File: src/hdl/bhtf_pkg.sv
// Shared types, codes and constants for the boost hold timer / floor controller.
// No dependencies; imported by every module of the block.
package bhtf_pkg;

  // Fixed field widths
  localparam int unsigned TIMER_W    = 14;
  localparam int unsigned HOLD_W     = 16;
  localparam int unsigned PCT_W      = 7;
  localparam int unsigned MASK_W     = 6;
  localparam int unsigned MAX_REASON = 8;
  localparam int unsigned CFG_IDX_W  = 3;

  localparam logic [PCT_W-1:0] PCT_MAX        = 7'd100;
  localparam logic [PCT_W-1:0] GAME_FLOOR_PCT = 7'd62;

  // Operation codes
  localparam logic [1:0] OP_TICK  = 2'd0;
  localparam logic [1:0] OP_PULSE = 2'd1;
  localparam logic [1:0] OP_EVENT = 2'd2;

  // Power profiles
  localparam logic [1:0] PROF_BALANCED = 2'd0;
  localparam logic [1:0] PROF_GAME     = 2'd1;
  localparam logic [1:0] PROF_BATTERY  = 2'd2;

  // Configuration register indexes
  localparam logic [CFG_IDX_W-1:0] CFG_PROFILE_MODE = 3'd0;
  localparam logic [CFG_IDX_W-1:0] CFG_GAME_FLAG    = 3'd1;
  localparam logic [CFG_IDX_W-1:0] CFG_BASE_FLOOR   = 3'd2;
  localparam logic [CFG_IDX_W-1:0] CFG_ACTIVE_FLOOR = 3'd3;
  localparam logic [CFG_IDX_W-1:0] CFG_SCHED_BOOST  = 3'd4;
  localparam logic [CFG_IDX_W-1:0] CFG_CLAMP_MIN    = 3'd5;
  localparam logic [CFG_IDX_W-1:0] CFG_INPUT_HOOK   = 3'd6;

  // Reason carrying the input events
  localparam logic [2:0] REASON_INPUT = 3'd1;

  typedef struct packed {
    logic [1:0]       profile_mode;
    logic             game_flag;
    logic [PCT_W-1:0] base_floor_pct;
    logic [PCT_W-1:0] active_floor_pct;
    logic [PCT_W-1:0] sched_boost_level;
    logic [PCT_W-1:0] clamp_min_pct;
    logic             input_hook_en;
  } cfg_t;

  // Timer bank status after the current item's update
  typedef struct packed {
    logic [MAX_REASON-1:0] run;
    logic                  any_run;
    logic                  keep_run;
  } tmr_status_t;

  typedef struct packed {
    logic [MASK_W-1:0] active_mask;
    logic              scene_active;
    logic [PCT_W-1:0]  floor_out_pct;
    logic [PCT_W-1:0]  sched_boost_out;
    logic [PCT_W-1:0]  clamp_min_out;
  } result_t;

  // Default hold time per reason, in ms
  function automatic logic [TIMER_W-1:0] default_hold(input logic [2:0] r);
    logic [TIMER_W-1:0] v;
    unique case (r)
      3'd1:    v = 14'd96;
      3'd2:    v = 14'd280;
      3'd3:    v = 14'd220;
      3'd4:    v = 14'd220;
      default: v = 14'd180;
    endcase
    return v;
  endfunction

  // Saturate a written percent value at 100
  function automatic logic [PCT_W-1:0] sat_pct(input logic [PCT_W-1:0] v);
    return (v > PCT_MAX) ? PCT_MAX : v;
  endfunction

endpackage

File: src/hdl/bhtf_cfg_regs.sv
// Configuration register file of the boost hold timer / floor controller.
// Depends on bhtf_pkg for register indexes and the cfg_t type.
module bhtf_cfg_regs import bhtf_pkg::*; (
  input  logic                 clk,
  input  logic                 rst_n,
  input  logic                 wr_en,
  input  logic [CFG_IDX_W-1:0] wr_index,
  input  logic [PCT_W-1:0]     wr_data,
  output cfg_t                 cfg
);

  cfg_t cfg_r, cfg_nxt;

  // Decode a write, clamping out-of-range values
  always_comb begin
    cfg_nxt = cfg_r;
    if (wr_en) begin
      unique case (wr_index)
        CFG_PROFILE_MODE: cfg_nxt.profile_mode =
          (wr_data[1:0] > PROF_BATTERY) ? PROF_BATTERY : wr_data[1:0];
        CFG_GAME_FLAG:    cfg_nxt.game_flag         = wr_data[0];
        CFG_BASE_FLOOR:   cfg_nxt.base_floor_pct    = sat_pct(wr_data);
        CFG_ACTIVE_FLOOR: cfg_nxt.active_floor_pct  = sat_pct(wr_data);
        CFG_SCHED_BOOST:  cfg_nxt.sched_boost_level = sat_pct(wr_data);
        CFG_CLAMP_MIN:    cfg_nxt.clamp_min_pct     = sat_pct(wr_data);
        CFG_INPUT_HOOK:   cfg_nxt.input_hook_en     = wr_data[0];
        default:          cfg_nxt = cfg_r;
      endcase
    end
  end

  always_ff @(posedge clk) begin
    if (!rst_n) begin
      cfg_r.profile_mode      <= PROF_BALANCED;
      cfg_r.game_flag         <= 1'b0;
      cfg_r.base_floor_pct    <= 7'd0;
      cfg_r.active_floor_pct  <= 7'd72;
      cfg_r.sched_boost_level <= 7'd12;
      cfg_r.clamp_min_pct     <= 7'd20;
      cfg_r.input_hook_en     <= 1'b1;
    end else begin
      cfg_r <= cfg_nxt;
    end
  end

  assign cfg = cfg_r;

endmodule

File: src/hdl/bhtf_timer_bank.sv
// Bank of retriggerable one-shot hold timers, one per boost reason.
// Depends on bhtf_pkg for widths, operation codes and default hold times.
module bhtf_timer_bank import bhtf_pkg::*; #(
  parameter int unsigned NUM_REASONS = 6,
  parameter int unsigned MAX_HOLD_MS = 10000
) (
  input  logic              clk,
  input  logic              rst_n,
  input  logic              step,
  input  logic [1:0]        op,
  input  logic [2:0]        reason,
  input  logic [HOLD_W-1:0] hold_ms,
  input  logic              event_ok,
  output tmr_status_t       status
);

  localparam logic [HOLD_W-1:0] MAX_HOLD = HOLD_W'(MAX_HOLD_MS);

  logic [MAX_REASON-1:0] run;

  // Pulse duration; an input event always takes the default
  logic [HOLD_W-1:0] hold_req;
  assign hold_req = (op == OP_PULSE) ? hold_ms : '0;

  for (genvar g = 0; g < NUM_REASONS; g++) begin : g_tmr
    logic               load;
    logic [HOLD_W-1:0]  raw;
    logic [HOLD_W-1:0]  clamped;
    logic [TIMER_W-1:0] remaining_r;
    logic [TIMER_W-1:0] remaining_nxt;

    // Select the load value: default for zero, then clamp
    assign load = ((op == OP_PULSE) && (reason == 3'(g))) ||
                  ((op == OP_EVENT) && event_ok && (REASON_INPUT == 3'(g)));
    assign raw = (hold_req == '0) ? HOLD_W'(default_hold(3'(g))) : hold_req;
    assign clamped = (raw > MAX_HOLD) ? MAX_HOLD : raw;

    // Reload, count down on a tick, or hold
    always_comb begin
      remaining_nxt = remaining_r;
      if (step) begin
        if (load) begin
          remaining_nxt = clamped[TIMER_W-1:0];
        end else if ((op == OP_TICK) && (remaining_r != '0)) begin
          remaining_nxt = remaining_r - 1'b1;
        end
      end
    end

    always_ff @(posedge clk) begin
      if (!rst_n) begin
        remaining_r <= '0;
      end else begin
        remaining_r <= remaining_nxt;
      end
    end

    assign run[g] = (remaining_nxt != '0);
  end

  for (genvar g = NUM_REASONS; g < MAX_REASON; g++) begin : g_unused
    assign run[g] = 1'b0;
  end

  // Report state after this item's update
  assign status.run      = run;
  assign status.any_run  = |run;
  assign status.keep_run = |run[2:0];

endmodule

File: src/hdl/bhtf_floor_calc.sv
// Derives the performance floor, scene flag and gated boost outputs.
// Depends on bhtf_pkg for cfg_t, tmr_status_t, result_t and profile codes.
module bhtf_floor_calc import bhtf_pkg::*; (
  input  cfg_t        cfg,
  input  tmr_status_t status,
  output result_t     res
);

  logic             game;
  logic [PCT_W-1:0] floor_game;
  logic [PCT_W-1:0] floor_act;
  logic             scene;

  assign game = (cfg.profile_mode == PROF_GAME) || cfg.game_flag;

  // Raise for game, then for any running timer
  assign floor_game = (game && (cfg.base_floor_pct < GAME_FLOOR_PCT)) ?
                      GAME_FLOOR_PCT : cfg.base_floor_pct;
  assign floor_act  = (status.any_run && (floor_game < cfg.active_floor_pct)) ?
                      cfg.active_floor_pct : floor_game;

  assign scene = status.any_run || game;

  // Drop the floor in battery profile unless a key timer runs
  assign res.floor_out_pct   = ((cfg.profile_mode == PROF_BATTERY) && !status.keep_run) ?
                               '0 : floor_act;
  assign res.active_mask     = status.run[MASK_W-1:0];
  assign res.scene_active    = scene;
  assign res.sched_boost_out = scene ? cfg.sched_boost_level : '0;
  assign res.clamp_min_out   = scene ? cfg.clamp_min_pct : '0;

endmodule

File: src/hdl/boost_hold_timer_floor_ctrl.sv
// Boost hold timer and performance floor controller, top level.
// Each item passes through the input register, then the result register.
// Throughput: one item per cycle unless the output stalls; input register feeds
// the timer update and floor logic, which load the result register. in_ready is
// low only when the input register is full and the result register is stalled.
// Reset (rst_n, synchronous): timers idle, registers at defaults, pipeline empty.
module boost_hold_timer_floor_ctrl import bhtf_pkg::*; #(
  parameter int unsigned NUM_REASONS = 6,
  parameter int unsigned MAX_HOLD_MS = 10000
) (
  input  logic                 clk,
  input  logic                 rst_n,
  input  logic                 in_valid,
  output logic                 in_ready,
  input  logic [1:0]           in_operation,
  input  logic [2:0]           in_reason,
  input  logic [HOLD_W-1:0]    in_hold_ms,
  input  logic                 in_event_kind,
  input  logic                 in_event_nonzero,
  output logic                 out_valid,
  input  logic                 out_ready,
  output logic [MASK_W-1:0]    out_active_mask,
  output logic                 out_scene_active,
  output logic [PCT_W-1:0]     out_floor_out_pct,
  output logic [PCT_W-1:0]     out_sched_boost_out,
  output logic [PCT_W-1:0]     out_clamp_min_out,
  input  logic                 cfg_valid,
  output logic                 cfg_ready,
  input  logic [CFG_IDX_W-1:0] cfg_index,
  input  logic [PCT_W-1:0]     cfg_data
);

  cfg_t        cfg;
  tmr_status_t status;
  result_t     res;

  logic              s1_valid_r;
  logic [1:0]        op_r;
  logic [2:0]        reason_r;
  logic [HOLD_W-1:0] hold_r;
  logic              kind_r;
  logic              nz_r;
  logic              out_valid_r;
  result_t           res_r;

  logic advance;
  logic event_ok;

  // Move the held item on when the result register is free or draining
  assign advance  = !out_valid_r || out_ready;
  assign in_ready = !s1_valid_r || advance;
  assign cfg_ready = 1'b1;
  assign event_ok = cfg.input_hook_en && kind_r && nz_r;

  bhtf_cfg_regs u_cfg (
    .clk      (clk),
    .rst_n    (rst_n),
    .wr_en    (cfg_valid),
    .wr_index (cfg_index),
    .wr_data  (cfg_data),
    .cfg      (cfg)
  );

  bhtf_timer_bank #(
    .NUM_REASONS (NUM_REASONS),
    .MAX_HOLD_MS (MAX_HOLD_MS)
  ) u_tmr (
    .clk      (clk),
    .rst_n    (rst_n),
    .step     (s1_valid_r && advance),
    .op       (op_r),
    .reason   (reason_r),
    .hold_ms  (hold_r),
    .event_ok (event_ok),
    .status   (status)
  );

  bhtf_floor_calc u_floor (
    .cfg    (cfg),
    .status (status),
    .res    (res)
  );

  // Capture an input transfer
  always_ff @(posedge clk) begin
    if (!rst_n) begin
      s1_valid_r <= 1'b0;
    end else if (in_ready) begin
      s1_valid_r <= in_valid;
    end
  end

  always_ff @(posedge clk) begin
    if (in_valid && in_ready) begin
      op_r     <= in_operation;
      reason_r <= in_reason;
      hold_r   <= in_hold_ms;
      kind_r   <= in_event_kind;
      nz_r     <= in_event_nonzero;
    end
  end

  // Load the result register
  always_ff @(posedge clk) begin
    if (!rst_n) begin
      out_valid_r <= 1'b0;
    end else if (advance) begin
      out_valid_r <= s1_valid_r;
    end
  end

  always_ff @(posedge clk) begin
    if (advance && s1_valid_r) begin
      res_r <= res;
    end
  end

  assign out_valid           = out_valid_r;
  assign out_active_mask     = res_r.active_mask;
  assign out_scene_active    = res_r.scene_active;
  assign out_floor_out_pct   = res_r.floor_out_pct;
  assign out_sched_boost_out = res_r.sched_boost_out;
  assign out_clamp_min_out   = res_r.clamp_min_out;

endmodule
File: config.mk
export PLATFORM = sky130hd
export DESIGN_NAME = boost_hold_timer_floor_ctrl
export DESIGN_NICKNAME = d
export VERILOG_FILES = /design/src/hdl/bhtf_pkg.sv /design/src/hdl/bhtf_cfg_regs.sv /design/src/hdl/bhtf_timer_bank.sv /design/src/hdl/bhtf_floor_calc.sv /design/src/hdl/boost_hold_timer_floor_ctrl.sv
export SDC_FILE = /design/constraint.sdc
export NUM_CORES = 1
export LEC_CHECK = 0
export CORE_MARGIN = 3
export CORE_UTILIZATION = 59
export DETAILED_ROUTE_END_ITERATION = 6
export DONT_BUFFER_PORTS = 1
export PLACE_DENSITY = 0.78
export SLEW_MARGIN = 20
export SYNTH_ARGS = -nofsm -noshare
export SYNTH_HDL_FRONTEND = slang
export SYNTH_SLANG_ARGS = --single-unit
File: constraint.sdc
create_clock -name clk -period 4.05 [get_ports clk]
set_clock_uncertainty 0.15 [all_clocks]
set_input_delay 0.6075 -clock clk [delete_from_list [all_inputs] [get_ports clk]]
set_output_delay 0.6075 -clock clk [all_outputs]
set_load 0.02 [all_outputs]
==> metrics.yaml, run 1 <==
pwr:
  ir_worst_vdd_uv: 402
  cellPowerDensity_nw_per_um2: 384
  power_frac_comb: 0.315
  clock_power_share: 0.324
  power.leakage_nw: 5.75
  p_seq_frac: 0.361
  p_int_mw: 3.61
  netSwitchingFraction: 0.331
  switching_power_mw: 1.79
grt:
  grt_use_total: 0.398
  antenna_found_initial: 0
  grt_max_degree: 41
  grt-ovfl-total: 0
  grt_pass1_wl_um: 62100
  grt_pass1_vias: 11300
synth:
  syn_inst: 1276
  synth-simple-area-share: 0.302
  yosysWarnings: 0
  synthFlopType: "dfxtp_1"
  muxShareOfSynthArea: 0.0253
  synth_area_um2: 10600
  ys_types: 93
  synth_fp_nets: 1326
  synth_edf_count: 51
  synth.avg_cell_area_um2: 8.30
  synth_compound_gate_area_share: 0.243
  ys_seq_elements: 169
  synth_xor_xnor_area_share: 0.00331
  synth.yosys.seq_area_share: 0.368
  async_flop_share: 0
  synth_fa_ha_area_frac: 0.0142
  synth_top_family_by_area: "simple AND/OR/NAND/NOR gates"
setup_path:
  reg2reg_slack_ns: -0.20
  crit_path_end_kind: "flip-flop"
  timing_worst_setup_path_type: "reg -> reg"
  reg2reg_depth: 12
  arrival_ns: 4.30
  max_stage_delay_ns: 0.58
  startpoint_type: "flip-flop"
  path_buf_inv: 1
  required_ns: 4.11
  path_cells: "or4bb_4 -> o211ai_4 -> nor4_2 -> a211oi_2 -> or4b_1 -> or4_1 -> or4_4 -> nor3_4 -> nand4_4 -> buf_12 -> and3_4 -> o21a_1"
  path_depth: 12
  worstPathMaxFanout: 8
  critical_path.top_delay_family: "simple AND/OR/NAND/NOR gates"
  slowest_stage: "or4bb_4"
placed_design:
  place_inst: 1733
  routabilityCongestion: 1.03
  hpwl_um: 29600
  io_buffers: 0
  dp_slack_ns: -0.354
outcome:
  outcome: "finished, violations left"
  failed_checks: "negative setup slack"
timing:
  period_share: 1.05
  tightest_slew_ns: 0.925
  fin_tns_setup_ns: -2.69
  rsz0062_at_grt: "true"
  setup_viol: 21
  final_hold_viol_count: 0
  fin_crit_ns: 4.25
  layout_setup_ws_ns: -0.196
  whs_ns: 0.100
  max-slew-margin-rel: 0.383
  drv_slew: 0
  timing.fmax_ghz: 0.235
layout:
  nNetsFinal: 1588
  stdcell_count: 1776
  final_layout_size_suffix_gt1_frac: 0.305
  synthToLayoutAreaGrowth_pct: 32.6
  post-route-util: 0.807
  antenna_cells: 0
floorplan:
  die_area_um2: 19600
  core_um2: 17400
  ios: 69
  num_rows: 48
  fp.dieH_um: 140
  start_util: 0.608
  die_w_um: 140
clocking:
  cts_made_buffers: 17
  holdBufCountCts: 0
  cts_root_buf: "clkbuf_16"
  clock_latency_ns: 0.45
  ctsLongestPathBuffers: 2
  clk_pin_slew_ns: 0.07
  cts_tree: "done"
  h-tree-depth: 4
  clock-sinks: 169
detailed_routing:
  wl_per_cell_um: 23.0
  wl_met3_um: 5450
  drt-vias-per-instance: 6.91
  antenna_left: 0
  wl_met2_um: 17000
  totalWireLength_um: 40800
  drtIter0Drc: 1906
  drcViolationCount: 0
  dr_total_vias: 12300
  first_pass_iters: 6
  wl_met1_um: 16400
  top_layer: "met4"
min_path:
  hold_class: "in -> reg"
  hold_depth: 1
job:
  maxCapViolations: 0
## metal layers
layer,up-vias,global-route usage
met5,-,0
met2,966,0.586
met1,5714,0.562
met3,180,0.116
li1,5412,-
met4,0,0.139
## worst reg2reg max path: cells and delay by family, from the launching register on
family / cells / cell delay (ns)
compound gates: 3 / 0.66
buf+inv: 1 / 0.19
flops: 1 / 0.44
simple gates: 8 / 2.56
## sequential cells by signal, summed over array words and instances (netlist names), 2 cells and up
signal,flops
out_clamp_min_out,7
op_r,2
u_cfg.cfg,32
out_active_mask,6
hold_r,16
out_floor_out_pct,7
reason_r,3
u_tmr.g_tmr.remaining_r,84
out_sched_boost_out,7
## cell type report
| cell class | count | area, µm² |
|---|---|---|
| Multi-Input combinational cell | 992 | 6650 |
| Clock buffer | 18 | 450 |
| Sequential cell | 169 | 3890 |
| Fill cell | 1166 | 3370 |
| Tap cell | 225 | 282 |
| Timing Repair Buffer | 317 | 2440 |
| Inverter | 41 | 155 |
| Clock inverter | 14 | 179 |
## path summary, 6_finish.rpt
| kind | startpoint | endpoint |
|---|---|---|
| setup / recovery | op_r[0] | out_floor_out_pct[0] |
| hold / removal | rst_n | u_cfg.cfg[21] |
| setup reg to reg | op_r[0] | out_floor_out_pct[0] |
| hold reg to reg | u_cfg.cfg[29] | u_cfg.cfg[29] |
## logic make-up (layout without fill, tap and decap cells)
| logic type | after synthesis | count (layout) |
|---|---|---|
| AOI/OAI and AO/OA | 375 | 375 |
| DFF | 169 | 169 |
| xor gates and xnor gates | 4 | 4 |
| other | 1 | 1 |
| buffers and inverters | 116 | 390 |
| adders and majority gates | 12 | 12 |
| and+or+nand+nor | 573 | 574 |
| muxes | 26 | 26 |
## placed cells by master (no fill, tap or decap), drive strengths merged, types with 39 or more instances in the layout
master	instances
nand3	39
nor4	47
o21ai	59
nor3	51
a21oi	85
nor2	132
inv	46
nand2	102
edfxtp	51
buf	317
and2	41
dfxtp	118
## stage by stage
step / power (mW) / area (µm²)
floorplan: 2.78 / 10600
global placement: 3.48 / 12900
detailed placement: 3.50 / 12900
CTS: 5.27 / 13700
global route: 5.58 / 14000
finish: 5.40 / 14000
## cell usage after synthesis (31+ instances only)
cell type  instances  share of area
edfxtp_1          51           0.14
nor3_1            48          0.023
a21oi_1           85          0.040
clkbuf_1          61          0.022
nor4_1            43          0.025
nor2_1           130          0.046
nand3_1           39          0.018
dfxtp_1          118           0.22
o21ai_0           57          0.027
inv_1             40          0.014
and2_1            31          0.018
nand2_1          102          0.036
## power by group through the flow
stage	Sequential [mW]	Clock [mW]	Combinational, mW
floorplan	1.97	0	0.814
global placement	1.98	0	1.50
detailed placement	1.98	0	1.52
CTS	1.95	1.75	1.57
global route	1.95	1.82	1.80
finish	1.95	1.75	1.70
## timing repair
action | CTS | global route
gates resized for setup | 24 | 60
buffers inserted | 3 | 7
pin swaps | 11 | 37
cloned | 1 | 0
setup endpoints to repair | 22 | 22
Note: power is estimated with default switching activity, not from simulation.
==> inputs of run 2 (changes only) <==
Settings changed: SKIP_CTS_REPAIR_TIMING set to 1.
==> metrics.yaml, run 2 (synthesis results as in run 1) <==
detailed_routing:
  first_pass_iters: 7  # +1
  wl_per_cell_um: 22.6  # -2.0%
  antenna_left: 0  # unchanged
  drt-vias-per-instance: 6.86  # -0.68%
  dr_total_vias: 12200  # -0.68%
  totalWireLength_um: 40000  # -2.0%
  drtIter0Drc: 1957  # +2.7%
  drcViolationCount: 13  # +13
layout:
  largest_reg_flops: 84  # unchanged
  top_register: "u_tmr.g_tmr.remaining_r"
  nNetsFinal: 1588  # unchanged
  stdcell_count: 1776  # unchanged
  final_common_cell: "buf_4"
  final_layout_size_suffix_gt1_frac: 0.292  # -0.0129
  fill_cells: 1209  # +3.7%
  layout.cells.most_common_list: "buf_4 (309), nor2_1 (128), dfxtp_1 (117)"
  synthToLayoutAreaGrowth_pct: 31.2
  antenna_cells: 0  # unchanged
  final_area_um2: 13900  # -1.1%
clocking:
  cts_root_buf: "clkbuf_16"
  cts_tree: "done"
  cts_made_buffers: 17  # unchanged
  clock_latency_ns: 0.44  # about the same
  clk_pin_slew_ns: 0.07  # about the same
  ctsLongestPathBuffers: 2  # unchanged
  h-tree-depth: 4  # unchanged
  clock-sinks: 169  # unchanged
grt:
  grt_pass1_vias: 11100  # -1.6%
  met1_usage: 0.563  # +0.00111
  use_met3: 0.106  # -0.00990
  grt-ovfl-total: 0  # unchanged
  grt_use_total: 0.392  # -0.00687
  antenna_found_initial: 0  # unchanged
  grt_use_met2: 0.571  # -0.0147
  top_usage_layer: "met2"
  grt_pass1_wl_um: 61100  # -1.6%
  grt_max_degree: 41  # unchanged
timing:
  period_share: 1.06  # +0.00928
  drv_slew: 0  # unchanged
  setup_viol: 22  # +4.8%
  layout_setup_ws_ns: -0.234  # -0.0376 ns
  final_hold_viol_count: 0  # unchanged
  rsz0062_at_grt: "true"
  fin_crit_ns: 4.28  # +0.0376 ns
  tightest_slew_ns: 0.921  # -0.00395 ns
  max-slew-margin-rel: 0.386  # +0.00263
  timing.fmax_ghz: 0.233  # -0.88%
setup_path:
  timing_worst_setup_path_type: "reg -> reg"
  rr_endpoint: "out_floor_out_pct[0]"
  arrival_ns: 4.34  # +0.04 ns
  reg2reg_slack_ns: -0.23  # -0.04 ns
  crit_path_end_kind: "flip-flop"
  reg2reg_depth: 13  # +1
  required_ns: 4.10  # about the same
  startpoint_type: "flip-flop"
  worstPathMaxFanout: 8  # unchanged
  timing.rr.start: "op_r[0]"
pwr:
  ir_worst_vdd_uv: 445  # +11%
  power.leakage_nw: 5.72  # -0.56%
  netSwitchingFraction: 0.328  # -0.00252
  p_int_mw: 3.61  # -0.11%
  cellPowerDensity_nw_per_um2: 387  # +0.62%
  p_seq_frac: 0.362  # about the same
  clock_power_share: 0.325  # about the same
  power_frac_comb: 0.312  # -0.003
  switching_power_mw: 1.76  # -1.2%
floorplan:
  ios: 69  # unchanged
  fp.dieH_um: 140  # unchanged
  core_um2: 17400  # unchanged
  num_rows: 48  # unchanged
  die_w_um: 140  # unchanged
  die_area_um2: 19600  # unchanged
  start_util: 0.608  # unchanged
min_path:
  hold_depth: 0  # -1
  hold_class: "in -> reg"
  hp-start: "in_reason[2]"
  min_to: "reason_r[2]"
outcome:
  outcome: "finished, violations left"
  failed_checks: "design-rule violations, negative setup slack"
placed_design:
  post_dp_cell_area_um2: 12900  # unchanged
  routabilityCongestion: 1.03  # unchanged
  io_buffers: 0  # unchanged
  hpwl_um: 29600  # unchanged
  place_inst: 1733  # unchanged
job:
  maxCapViolations: 0  # unchanged
-- run 2: cell counts in the layout (fill, tap and decap cells not counted) --
No cell type changed its count.
-- run 2: stage by stage --
stage | setup slack, ns | setup TNS (ns) | power (mW) | utilization | hold slack, ns
3_5_place_dp | -0.354 | -6.88 | 3.50 | 0.743 | 0.334
5_1_grt | -0.400 | -7.08 | 5.56 | 0.798 | 0.0912
6_report | -0.234 | -3.37 | 5.37 | 0.798 | 0.106
2_1_floorplan | 0.0254 | 0 | 2.78 | - | 0.297
3_3_place_gp | -0.348 | -6.96 | 3.48 | 0.743 | 0.311
4_1_cts | -0.392 | -7.83 | 5.23 | 0.779 | 0.0869
-- run 2: worst max-delay path by stage --
| stage | endpoint | start | slack, ns | cells after the start |
|---|---|---|---|---|
| after floorplan | out_clamp_min_out[3] | op_r[1] | 0.03 | 12 |
| after global placement | out_floor_out_pct[0] | op_r[1] | -0.35 | 15 |
| after detailed placement | out_clamp_min_out[2] | out_ready | -0.35 | 12 |
| after CTS | out_sched_boost_out[4] | op_r[1] | -0.39 | 14 |
| after global routing | out_floor_out_pct[0] | op_r[0] | -0.40 | 13 |
| final | out_floor_out_pct[0] | op_r[0] | -0.23 | 13 |
-- run 2: critical path, stage by stage (launching register included) --
cell and delay (ns):
edfxtp_1 0.45, buf_4 0.20, nor3b_2 0.24, nand2_1 0.14, o311ai_0 0.35, o311ai_1 0.18
or4b_1 0.60, or4_1 0.42, or4_4 0.45, nor2_4 0.15, nand4_4 0.18, buf_12 0.19
and3_4 0.16, o21a_1 0.17
-- run 2: layout make-up --
class,count,area (µm²),share of cell area
Multi-Input combinational cell,992,6500,0.468
Sequential cell,169,3890,0.280
Timing Repair Buffer,317,2440,0.175
Clock buffer,18,450,0.0324
Tap cell,225,282,0.0203
Clock inverter,14,179,0.0129
Inverter,41,155,0.0112
-- run 2: power by group through the flow --
| stage | sequential [mW] | clock (mW) | combinational (mW) |
|---|---|---|---|
| after floorplan | 1.97 | 0 | 0.814 |
| after global placement | 1.98 | 0 | 1.50 |
| after detailed placement | 1.98 | 0 | 1.52 |
| after CTS | 1.94 | 1.75 | 1.53 |
| after global routing | 1.96 | 1.82 | 1.78 |
| final | 1.95 | 1.75 | 1.68 |
-- run 2: per-layer routing --
| metal | share of wire | routed length (µm) | vias up |
|---|---|---|---|
| met5 | 0 | 0 | - |
| met2 | 0.42 | 16700 | 948 |
| li1 | - | - | 5414 |
| met1 | 0.41 | 16300 | 5675 |
| met3 | 0.14 | 5470 | 151 |
| met4 | 0.040 | 1580 | 0 |
